### config.mk
export PLATFORM = sky130hd
export DESIGN_NAME = multichannel_to_stereo_downmix_unit
export DESIGN_NICKNAME = d
export VERILOG_FILES = /design/src/rtl/dmx_pkg.sv /design/src/rtl/dmx_regs.sv /design/src/rtl/dmx_fold.sv /design/src/rtl/multichannel_to_stereo_downmix_unit.sv
export SDC_FILE = /design/constraint.sdc
export NUM_CORES = 1
export LEC_CHECK = 0
export ABC_AREA = 1
export BUFFER_PORTS_ARGS = -buffer_cell sky130_fd_sc_hd__buf_2
export CAP_MARGIN = 0
export CORE_MARGIN = 5
export CORE_UTILIZATION = 43
export DETAILED_ROUTE_END_ITERATION = 10
export HOLD_SLACK_MARGIN = 0.1
export PLACE_DENSITY = 0.64
export SLEW_MARGIN = 15
export SYNTH_ARGS = -nofsm -noshare
export SYNTH_HDL_FRONTEND = slang
export SYNTH_SLANG_ARGS = --single-unit
### constraint.sdc
create_clock -name clk -period 9.05 [get_ports clk]
set_clock_uncertainty 0.1 [all_clocks]
set_input_delay 0.4525 -clock clk [delete_from_list [all_inputs] [get_ports clk]]
set_output_delay 0.4525 -clock clk [all_outputs]
set_load 0.02 [all_outputs]
### src/rtl/dmx_pkg.sv
// Shared types, constants and helpers for the stereo downmix block.
`default_nettype none

package dmx_pkg;

    localparam int DMX_MAX_CHANNELS = 8;
    localparam int DMX_NUM_CH       = 8;
    localparam int SAMPLE_W         = 16;
    localparam int FRAC_BITS        = 12;
    localparam int GAIN_M3DB        = 2896;
    localparam int BASE_W           = SAMPLE_W + 2;
    localparam int MIX_W            = SAMPLE_W + 4;
    localparam int APB_DATA_W       = 32;
    localparam int APB_ADDR_W       = 5;
    localparam int REG_IDX_W        = 3;

    localparam logic [2:0] REG_ENABLED       = 3'd0;
    localparam logic [2:0] REG_DOWNMIX_MODE  = 3'd1;
    localparam logic [2:0] REG_INPUT_LAYOUT  = 3'd2;
    localparam logic [2:0] REG_ACCUMULATE    = 3'd3;
    localparam logic [2:0] REG_CHANNEL_COUNT = 3'd4;

    localparam logic MODE_STRIP = 1'b0;
    localparam logic MODE_FOLD  = 1'b1;

    localparam logic [2:0] LAYOUT_QUAD     = 3'd0;
    localparam logic [2:0] LAYOUT_SURROUND = 3'd1;
    localparam logic [2:0] LAYOUT_5_1      = 3'd2;
    localparam logic [2:0] LAYOUT_7_1      = 3'd3;

    typedef logic signed [SAMPLE_W-1:0] sample_t;
    typedef logic signed [BASE_W-1:0]   base_t;

    typedef struct packed {
        logic       enabled;
        logic       downmix_mode;
        logic [2:0] input_layout;
        logic       accumulate;
        logic [3:0] channel_count;
    } dmx_cfg_t;

    // Clamp a widened mix back to the 16-bit sample range.
    function automatic sample_t sat16(input logic signed [MIX_W-1:0] v);
        logic signed [MIX_W-1:0] max_v;
        logic signed [MIX_W-1:0] min_v;
        max_v = MIX_W'(32767);
        min_v = -MIX_W'(32768);
        if (v > max_v)
        begin
            return sample_t'(32767);
        end
        else if (v < min_v)
        begin
            return sample_t'(-32768);
        end
        else
        begin
            return v[SAMPLE_W-1:0];
        end
    endfunction

endpackage

`default_nettype wire

### src/rtl/dmx_regs.sv
// Configuration register file on an APB-style port.
`default_nettype none

module dmx_regs (
    input  wire logic                              clk,
    input  wire logic                              rst_n,
    input  wire logic                              psel,
    input  wire logic                              penable,
    input  wire logic                              pwrite,
    input  wire logic [dmx_pkg::APB_ADDR_W-1:0]    paddr,
    input  wire logic [dmx_pkg::APB_DATA_W-1:0]    pwdata,
    output logic      [dmx_pkg::APB_DATA_W-1:0]    prdata,
    output dmx_pkg::dmx_cfg_t                      cfg
);
    import dmx_pkg::*;

    dmx_cfg_t             cfg_reg;
    logic [REG_IDX_W-1:0] reg_idx;
    logic                 wr_en;

    assign reg_idx = paddr[APB_ADDR_W-1:2];
    assign wr_en   = psel & penable & pwrite;
    assign cfg     = cfg_reg;

    always_ff @(posedge clk or negedge rst_n)
    begin
        if (!rst_n)
        begin
            cfg_reg.enabled       <= 1'b0;
            cfg_reg.downmix_mode  <= MODE_FOLD;
            cfg_reg.input_layout  <= LAYOUT_7_1;
            cfg_reg.accumulate    <= 1'b1;
            cfg_reg.channel_count <= 4'd8;
        end
        else if (wr_en)
        begin
            unique case (reg_idx)
                REG_ENABLED:       cfg_reg.enabled       <= pwdata[0];
                REG_DOWNMIX_MODE:  cfg_reg.downmix_mode  <= pwdata[0];
                REG_INPUT_LAYOUT:  cfg_reg.input_layout  <= pwdata[2:0];
                REG_ACCUMULATE:    cfg_reg.accumulate    <= pwdata[0];
                REG_CHANNEL_COUNT: cfg_reg.channel_count <= pwdata[3:0];
                default:           ;
            endcase
        end
    end

    always_comb
    begin
        unique case (reg_idx)
            REG_ENABLED:       prdata = {31'd0, cfg_reg.enabled};
            REG_DOWNMIX_MODE:  prdata = {31'd0, cfg_reg.downmix_mode};
            REG_INPUT_LAYOUT:  prdata = {29'd0, cfg_reg.input_layout};
            REG_ACCUMULATE:    prdata = {31'd0, cfg_reg.accumulate};
            REG_CHANNEL_COUNT: prdata = {28'd0, cfg_reg.channel_count};
            default:           prdata = '0;
        endcase
    end

endmodule

`default_nettype wire

### src/rtl/dmx_fold.sv
// Layout fold: front sums and the -3 dB centre term of one frame.
`default_nettype none

module dmx_fold (
    input  wire dmx_pkg::dmx_cfg_t cfg,
    input  wire dmx_pkg::sample_t  ch [dmx_pkg::DMX_NUM_CH],
    output dmx_pkg::base_t         lbase,
    output dmx_pkg::base_t         rbase,
    output dmx_pkg::base_t         cen
);
    import dmx_pkg::*;

    localparam int SUM_W  = SAMPLE_W + 1;
    localparam int PROD_W = SUM_W + 13;

    logic signed [SUM_W-1:0]  cen_sum;
    logic signed [PROD_W-1:0] cen_prod;
    logic                     use_cen;

    // Centre pair at Q12 gain; the Q12 floor is the upper product bits.
    assign cen_sum  = SUM_W'(ch[2]) + SUM_W'(ch[3]);
    assign cen_prod = PROD_W'(cen_sum) * PROD_W'(GAIN_M3DB);
    assign use_cen  = (cfg.downmix_mode == MODE_FOLD) && (cfg.input_layout != LAYOUT_QUAD);
    assign cen      = use_cen ? cen_prod[FRAC_BITS +: BASE_W] : '0;

    always_comb
    begin
        lbase = BASE_W'(ch[0]);
        rbase = BASE_W'(ch[1]);
        if (cfg.downmix_mode == MODE_FOLD)
        begin
            unique case (cfg.input_layout)
                LAYOUT_QUAD:
                begin
                    lbase = BASE_W'(ch[0]) + BASE_W'(ch[2]);
                    rbase = BASE_W'(ch[1]) + BASE_W'(ch[3]);
                end
                LAYOUT_5_1:
                begin
                    lbase = BASE_W'(ch[0]) + BASE_W'(ch[4]);
                    rbase = BASE_W'(ch[1]) + BASE_W'(ch[5]);
                end
                LAYOUT_7_1:
                begin
                    lbase = BASE_W'(ch[0]) + BASE_W'(ch[4]) + BASE_W'(ch[6]);
                    rbase = BASE_W'(ch[1]) + BASE_W'(ch[5]) + BASE_W'(ch[7]);
                end
                default:
                begin
                    lbase = BASE_W'(ch[0]);
                    rbase = BASE_W'(ch[1]);
                end
            endcase
        end
    end

endmodule

`default_nettype wire

### src/rtl/multichannel_to_stereo_downmix_unit.sv
// Top level of the multichannel to stereo downmix unit.
//
// Input channel: in_valid / in_stall with eight channel samples and the
// existing stereo pair (prev_left, prev_right). A transaction is taken at a
// rising edge with in_valid high and in_stall low.
// Output channel: out_valid / out_stall with out_left / out_right.
// Configuration: APB-style port, one 32-bit register per word
// (enabled, downmix_mode, input_layout, accumulate, channel_count).
// Path: an accepted transaction is held in the input register, then its result
// is loaded into the result register, which drives out_valid.
// Throughput: one frame per cycle while out_stall is low, set by the input
// register and the result register advancing together; the fold, centre gain,
// accumulate and saturation run as one combinational pass between them.
// A frame that gives no result (block disabled, or fold with an unsupported
// layout) is dropped at the input register and never reaches the output.
// Reset clears both valids and loads the register defaults (disabled,
// fold mode, 7.1 layout, accumulate on, eight channels).
// When the receiver stalls, the result register holds; the input register
// still takes a new transaction while either register has a bubble, so
// in_stall rises only once both are full and the output is stalled.
`default_nettype none

module multichannel_to_stereo_downmix_unit #(
    parameter int MAX_CHANNELS = dmx_pkg::DMX_MAX_CHANNELS
) (
    input  wire logic                           clk,
    input  wire logic                           rst_n,
    input  wire logic                           psel,
    input  wire logic                           penable,
    input  wire logic                           pwrite,
    input  wire logic [dmx_pkg::APB_ADDR_W-1:0] paddr,
    input  wire logic [dmx_pkg::APB_DATA_W-1:0] pwdata,
    output logic      [dmx_pkg::APB_DATA_W-1:0] prdata,
    output logic                                pready,
    input  wire logic                           in_valid,
    output logic                                in_stall,
    input  wire dmx_pkg::sample_t               front_left,
    input  wire dmx_pkg::sample_t               front_right,
    input  wire dmx_pkg::sample_t               chan_two,
    input  wire dmx_pkg::sample_t               chan_three,
    input  wire dmx_pkg::sample_t               rear_left,
    input  wire dmx_pkg::sample_t               rear_right,
    input  wire dmx_pkg::sample_t               side_left,
    input  wire dmx_pkg::sample_t               side_right,
    input  wire dmx_pkg::sample_t               prev_left,
    input  wire dmx_pkg::sample_t               prev_right,
    output logic                                out_valid,
    input  wire logic                           out_stall,
    output dmx_pkg::sample_t                    out_left,
    output dmx_pkg::sample_t                    out_right
);
    import dmx_pkg::*;

    dmx_cfg_t cfg;

    // Input register: masked input frame
    sample_t  ch_in     [DMX_NUM_CH];
    sample_t  ch_masked [DMX_NUM_CH];
    sample_t  ch_reg    [DMX_NUM_CH];
    sample_t  s1_prev_l_reg;
    sample_t  s1_prev_r_reg;
    logic     s1_valid_reg;
    logic     keep;

    // Fold terms, combinational from the input register
    base_t    lbase;
    base_t    rbase;
    base_t    cen;

    // Result register
    logic signed [MIX_W-1:0] mix_l;
    logic signed [MIX_W-1:0] mix_r;
    sample_t  out_left_reg;
    sample_t  out_right_reg;
    logic     out_valid_reg;

    logic     s1_ready;
    logic     s3_ready;

    dmx_regs u_regs (
        .clk     (clk),
        .rst_n   (rst_n),
        .psel    (psel),
        .penable (penable),
        .pwrite  (pwrite),
        .paddr   (paddr),
        .pwdata  (pwdata),
        .prdata  (prdata),
        .cfg     (cfg)
    );

    assign pready = 1'b1;

    assign ch_in[0] = front_left;
    assign ch_in[1] = front_right;
    assign ch_in[2] = chan_two;
    assign ch_in[3] = chan_three;
    assign ch_in[4] = rear_left;
    assign ch_in[5] = rear_right;
    assign ch_in[6] = side_left;
    assign ch_in[7] = side_right;

    // Zero channels at or beyond min(channel_count, MAX_CHANNELS).
    for (genvar i = 0; i < DMX_NUM_CH; i++)
    begin : g_mask
        assign ch_masked[i] = ((4'(i) < cfg.channel_count) && (i < MAX_CHANNELS))
                              ? ch_in[i] : '0;
    end

    // Drop frames that give no result before they enter the pipe.
    assign keep = cfg.enabled &&
                  ((cfg.downmix_mode == MODE_STRIP) || (cfg.input_layout <= LAYOUT_7_1));

    // Each register advances when it is empty or its successor moves.
    assign s3_ready = !out_valid_reg || !out_stall;
    assign s1_ready = !s1_valid_reg || s3_ready;
    assign in_stall = !s1_ready;

    dmx_fold u_fold (
        .cfg   (cfg),
        .ch    (ch_reg),
        .lbase (lbase),
        .rbase (rbase),
        .cen   (cen)
    );

    // Accumulate adds the existing output pair after the Q12 floor.
    assign mix_l = MIX_W'(lbase) + MIX_W'(cen) +
                   (cfg.accumulate ? MIX_W'(s1_prev_l_reg) : '0);
    assign mix_r = MIX_W'(rbase) + MIX_W'(cen) +
                   (cfg.accumulate ? MIX_W'(s1_prev_r_reg) : '0);

    always_ff @(posedge clk or negedge rst_n)
    begin
        if (!rst_n)
        begin
            s1_valid_reg  <= 1'b0;
            out_valid_reg <= 1'b0;
        end
        else
        begin
            if (s1_ready)
            begin
                s1_valid_reg <= in_valid && keep;
            end
            if (s3_ready)
            begin
                out_valid_reg <= s1_valid_reg;
            end
        end
    end

    // Payload registers: load on advance, hold otherwise.
    always_ff @(posedge clk)
    begin
        if (s1_ready && in_valid)
        begin
            ch_reg        <= ch_masked;
            s1_prev_l_reg <= prev_left;
            s1_prev_r_reg <= prev_right;
        end
        if (s3_ready && s1_valid_reg)
        begin
            out_left_reg  <= sat16(mix_l);
            out_right_reg <= sat16(mix_r);
        end
    end

    assign out_valid = out_valid_reg;
    assign out_left  = out_left_reg;
    assign out_right = out_right_reg;

    // A frame taken while disabled never fills the input stage.
    a_drop_disabled: assert property (@(posedge clk) disable iff (!rst_n)
        (in_valid && !in_stall && !cfg.enabled) |=> !s1_valid_reg)
        else $error("frame kept while disabled");

    // A result only appears after the input register held a frame.
    a_out_source: assert property (@(posedge clk) disable iff (!rst_n)
        $rose(out_valid) |-> $past(s1_valid_reg))
        else $error("result without an input frame");

    // Input stalls only when both registers are full and the output is stalled.
    a_stall_full: assert property (@(posedge clk) disable iff (!rst_n)
        in_stall |-> (s1_valid_reg && out_valid_reg && out_stall))
        else $error("input stalled with a bubble in the pipe");

endmodule

`default_nettype wire
# Word-level counts from Yosys, hierarchy flattened
# Index checks and enable logic that the tools add are counted.
# word_totals
regBits	204
latchBits	0
mem_count	0
ram_bits	0
wordCells	83
rom_bits	0
# op_classes
eq_ne	6
n_addsub	11
n_reduce_logical	20
mul	1
muxes	10
n_div	0
bitwise	3
magnitude_cmp	13
shift	0
# op_table
operator	count
18-bit one-hot mux with 3 select lines	2
16-bit by 16-bit adder with 17-bit output	5
18-bit 2-to-1 mux	3
20-bit adder	2
20-bit by 16-bit > comparator with 1-bit output, second input constant	2
20-bit by 16-bit less-than comparator with 1-bit output, second input constant	2
20-bit 2-to-1 mux	2
18-bit by 18-bit adder with 19-bit output	2
17-bit by 16-bit adder with 18-bit output	2
16-bit 2-to-1 mux	2
17-bit by 9-bit multiplier with 26-bit output, second input constant	1
4-bit one-hot mux with 5 select lines	1
3-bit by 4-bit less-than comparator with 1-bit output, first input constant	4
3-bit by 2-bit equality test with 1-bit output, second input constant	4
2-bit AND reduction	5
1-bit by 4-bit less-than comparator with 1-bit output, first input constant	2
2-bit by 4-bit less-than comparator with 1-bit output, first input constant	2
3-bit zero test	2
1-bit logical AND	5
1-bit zero test	4
3-bit by 1-bit equality test with 1-bit output, second input constant	1
3-bit equality test, second input constant	1
3-bit by 2-bit <= comparator with 1-bit output, second input constant	1
1-bit logical OR	3
other kinds (3)	4

# Logic depth before layout (Yosys ltp)
# depth
depth_word	8
mapped_depth	55
mapped_depth_nobuf	54

# Modules after synthesis
# From an unflattened synthesis, not the netlist that was laid out.
# unflattened
cells_unflattened	3198
hier_area_um2	22615.4
# by_module_without_submodules
module	area_each_um2	seq_area_each_um2	cells_each	instances
multichannel_to_stereo_downmix_unit	11523.6	5815.6	1319	1
dmx_fold	10302.4	0.0	1778	1
dmx_regs	789.5	256.5	101	1

# Worst setup path after synthesis
# No wires, ideal clock.
# synth_timing
path_type	register -> register
start	register ch_reg[64] (netlist name)
end	register out_left_reg[10], in the netlist out_left[10] (data pin)
required_time_ns	8.819
period_less_slack_ns	8.582
t_arrival_ns	8.351
stages_incl_launch_ff	47
setup_slack_ns	0.468
path_cell_list	edfxtp_1 ha_1 fa_1 a21oi_1 o21bai_2 a21oi_2 xor2_1 ha_1 fa_1 inv_1 fa_1 fa_1 inv_1 ha_1 nand2_1 nand2_1 inv_1 nand2_2 (+11 left out) nor2_1 nand2_1 nand3_1 nand2_1 nand2_1 inv_1 ha_1 inv_1 nor3_1 nor3b_1 nand4_1 nand3_1 xor2_1 nand2_1 o31ai_4 buf_4 nand2_1 nand2_1
# synth_between
elab_chain_cells	7
# synth_rtl
item	line	rtl
start, declared	multichannel_to_stereo_downmix_unit.sv:59	sample_t ch_reg [DMX_NUM_CH];
start signal, assigned	multichannel_to_stereo_downmix_unit.sv:158	ch_reg <= ch_masked;
16-bit by 16-bit adder with 17-bit output *	dmx_fold.sv:21	assign cen_sum = SUM_W'(ch[2]) + SUM_W'(ch[3]);
17-bit by 9-bit multiplier with 26-bit output *	dmx_fold.sv:22	assign cen_prod = PROD_W'(cen_sum) * PROD_W'(GAIN_M3DB);
18-bit 2-to-1 mux *	dmx_fold.sv:24	assign cen = use_cen ? cen_prod[FRAC_BITS +: BASE_W] : '0;
18-bit by 18-bit adder with 19-bit output *	multichannel_to_stereo_downmix_unit.sv:128	assign mix_l = MIX_W'(lbase) + MIX_W'(cen) +
20-bit adder *	multichannel_to_stereo_downmix_unit.sv:128	
20-bit by 16-bit less-than comparator with 1-bit output	dmx_pkg.sv:52	else if (v < min_v)
16-bit 2-to-1 mux	dmx_pkg.sv:52	
end signal, assigned	multichannel_to_stereo_downmix_unit.sv:164	out_left_reg <= sat16(mix_l);
end, declared	multichannel_to_stereo_downmix_unit.sv:73	sample_t out_left_reg;
# Every way passes the cells marked *; elsewhere a longest branch is shown, timed or not.
# A chain may end at the register's enable or synchronous reset.

# Worst setup path after layout
# layout_timing
start	register ch_reg[80] (netlist name)
end	register out_left_reg[5], in the netlist out_left[5] (data pin)
# layout_between
elab_chain_cells	7
# layout_rtl
item	line
16-bit by 16-bit adder with 17-bit output, on equally long branches	dmx_fold.sv:21, dmx_fold.sv:35
17-bit by 9-bit multiplier with 26-bit output or 18-bit one-hot mux with 3 select lines (tied branches)	dmx_fold.sv:22, dmx_fold.sv:32
18-bit 2-to-1 mux, on equally long branches	dmx_fold.sv:24, dmx_fold.sv:30
18-bit by 18-bit adder with 19-bit output *	multichannel_to_stereo_downmix_unit.sv:128
20-bit adder *	multichannel_to_stereo_downmix_unit.sv:128
20-bit by 16-bit less-than comparator with 1-bit output	dmx_pkg.sv:52
16-bit 2-to-1 mux	dmx_pkg.sv:52
# Marked as above.

==> results.ini <==
[die]
dieArea_um2 = 56500
rows = 83
fp.dieH_um = 238
initial_core_util_pct = 43.5
die_width_um = 238
core-area_um2 = 51300
io_pins = 271

[clock_tree]
cts_htree_levels = 1
cts.sinks = 204
root_buffer = clkbuf_16
clkLatencyLatePin_ps = 580
clk_pin_slew_worst_paths_ps = 60
numCtsBuffers = 24
clk_path_buf_depth = 3
cts_tree = done

[grt]
overflow = 0
grt_max_degree = 88
grt_pass1_vias = 20900
track_usage_pct = 23.3
antenna_found_initial = 0
grt_pass1_wl_um = 107000

[placed_design]
port_buffers = 211
dp_hpwl_um = 55500
gp_congestion = 0.970

[worst_setup_path]
crit_fanout = 7
start_kind = register
critPathSlowestCell = fa_1
worstRegToRegCells = 49
timing.rr.start = ch_reg[80]
end_kind = register
cp.required_ps = 9370
slowest_delay_ps = 550
r2r_end = out_left[5]
critical_path_class = reg -> reg
critPathArrivalTime_ps = 9270
r2r_slack_ps = 90

[timing]
rsz0062_at_grt = true
setup_viol = 0
hold_viol = 0
worst_slew_pin_slew_ps = 917
min_period_over_period_pct = 99.0
finalSetupTns_ps = 0
report.final.slew_viol_count = 0
fmax_mhz = 112
relSlewSlack_pct = 38.9
layout_min_cycle_time_ps = 8960

[detailed_routing]
wire_per_inst_um = 15.4
wl_met3_um = 3500
dr.max_layer_used = met4
met1_length_um = 30600
routed_via_density = 4.92
drc_errors = 0
drt_iter0_drc = 1401
vias = 22200
wl_met2_um = 33300
firstDrtPassIters = 6
ant_nets = 0
wl_um = 69600

[worst_hold_path]
min-delay-start = rear_left[5]
min_to = ch_reg[53]
holdPathStages = 3
hp-class = in -> reg

[finish]
fillerInstances = 4760
diodes = 0
num-nets-final = 4306
largest_reg_flops = 128
drive_gt1_share_pct = 21.4
syn_to_final_growth_pct = 32.6

[synthesis]
synth_area_um2 = 22300
syn_inst = 3176
synth_area_per_cell_um2 = 7.02
synth_warnings = 0
ys_seq_area_share_pct = 27.2
ys_ff_latch = 204
yosysUniqueCellTypes = 63

[outcome]
status = completed

[flow_run]
cap_viol_max_count = 0

==> cells in the mapped netlist, drive strengths merged <==
cell type / count / share of area (%)
a32oi: 1 / 0.039
nand3b: 13 / 0.44
nor4: 3 / 0.084
a21o: 10 / 0.34
o21ai: 87 / 2.1
a41oi: 8 / 0.31
nor3b: 1 / 0.034
a21boi: 9 / 0.39
a22oi: 2 / 0.067
xor2: 71 / 2.9
and3: 2 / 0.056
fa: 54 / 4.8
o21a: 3 / 0.10
buf: 45 / 1.4
a221oi: 4 / 0.16
nor2: 342 / 5.9
o22ai: 2 / 0.056
a21oi: 175 / 4.0
a31oi: 20 / 0.56
o211ai: 3 / 0.12
nand3: 217 / 5.0
o31ai: 6 / 0.26
clkbuf: 19 / 0.41
xnor2: 28 / 1.1
a31o: 2 / 0.079
a32o: 1 / 0.045
conb: 2 / 0.034
inv: 646 / 11
a211oi: 3 / 0.10
nand4: 39 / 1.1
dfrtp: 7 / 0.79
dfstp: 5 / 0.59
o21bai: 15 / 0.52
nand2: 825 / 14
o2111ai: 1 / 0.039
or2: 26 / 0.73
nor3: 27 / 0.65
edfxtp: 192 / 26
and2: 25 / 0.70
ha: 235 / 13
==> kinds of logic (layout without fill, tap and decap cells) <==
| family | count (synthesis) | count (layout) | share of synthesized area, % |
|---|---|---|---|
| compound gates | 352 | 352 | 9.23 |
| xor+xnor | 99 | 99 | 3.96 |
| fa+ha+maj | 289 | 289 | 18.0 |
| buf+inv | 710 | 1336 | 12.7 |
| flops | 204 | 204 | 27.2 |
| other cells | 2 | 29 | 0.0337 |
| simple gates | 1520 | 1521 | 28.8 |
==> metal layers <==
metal,global-route usage [%],vias to the layer above
li1,-,11400
met1,30.9,10100
met2,40.8,596
met3,2.30,110
met4,6.35,0
met5,0,-
==> cell usage in the layout, fill, tap and decap left out, drive strengths merged, types with 10 or more instances in the layout <==
| master | n |
|---|---|
| nand2 | 826 |
| inv | 646 |
| buf | 496 |
| nor2 | 342 |
| ha | 235 |
| nand3 | 217 |
| edfxtp | 192 |
| a21oi | 175 |
| dlygate4sd3 | 150 |
| o21ai | 87 |
| xor2 | 71 |
| fa | 54 |
| nand4 | 39 |
| clkbuf | 37 |
| conb | 29 |
| xnor2 | 28 |
| nor3 | 27 |
| or2 | 26 |
| and2 | 25 |
| a31oi | 20 |
| o21bai | 15 |
| nand3b | 13 |
| a21o | 10 |
==> final cells by class <==
cell class                      instances  area, µm²  area share [%]
Tap cell                              680        851            2.88
Clock inverter                          7       86.3           0.292
Sequential cell                       204       6070            20.5
Clock buffer                           36        728            2.46
Inverter                              646       2430            8.23
Timing Repair Buffer                  647       4790            16.2
Multi-Input combinational cell       2290      14600            49.4
==> worst max-delay path: cells and delay by family, from the launching register on <==
| kind | cells | cell delay, ps |
|---|---|---|
| AO/OA/AOI/OAI | 9 | 1460 |
| buffers and inverters | 10 | 950 |
| XOR/XNOR | 4 | 750 |
| AND/OR/NAND/NOR | 17 | 1600 |
| adder cells (fa/ha/maj) | 9 | 3440 |
| flip-flops | 1 | 460 |
==> worst max-delay path by stage <==
stage,from,end,slack [ps]
CTS,ch_reg[80],out_right[2],20
detailed placement,ch_reg[80],out_left[3],-2
global placement,ch_reg[82],out_left[2],120
floorplan,ch_reg[64],out_left[10],470
global route,ch_reg[80],out_left[5],-200
finish,ch_reg[80],out_left[5],90
==> stage by stage <==
| stage | hold WS [ps] | instances | instance area, µm² | setup slack, ps | util [%] |
|---|---|---|---|---|---|
| 2_1_floorplan | 56.9 | 3203 | 22400 | 468 | - |
| 3_3_place_gp | 241 | 4282 | 25800 | 115 | 50.4 |
| 3_5_place_dp | 239 | 4282 | 25800 | -1.64 | 50.4 |
| 4_1_cts | 100 | 4475 | 28200 | 20.4 | 54.9 |
| 5_1_grt | 112 | 4510 | 29600 | -199 | 57.6 |
| 6_report | 109 | 4510 | 29600 | 93.4 | 57.6 |
==> timing repair <==
action	4_1_cts	5_1_grt
resized for setup	1	240
endpoints found under the setup margin	15	32
buffers inserted	0	36
pin swaps	0	116
hold buffers	150	0
gates cloned	0	2
hold endpoints to repair	162	0
Power is not shown: default switching activity piles up to over one toggle a cycle in this logic, so the estimate is an artifact.
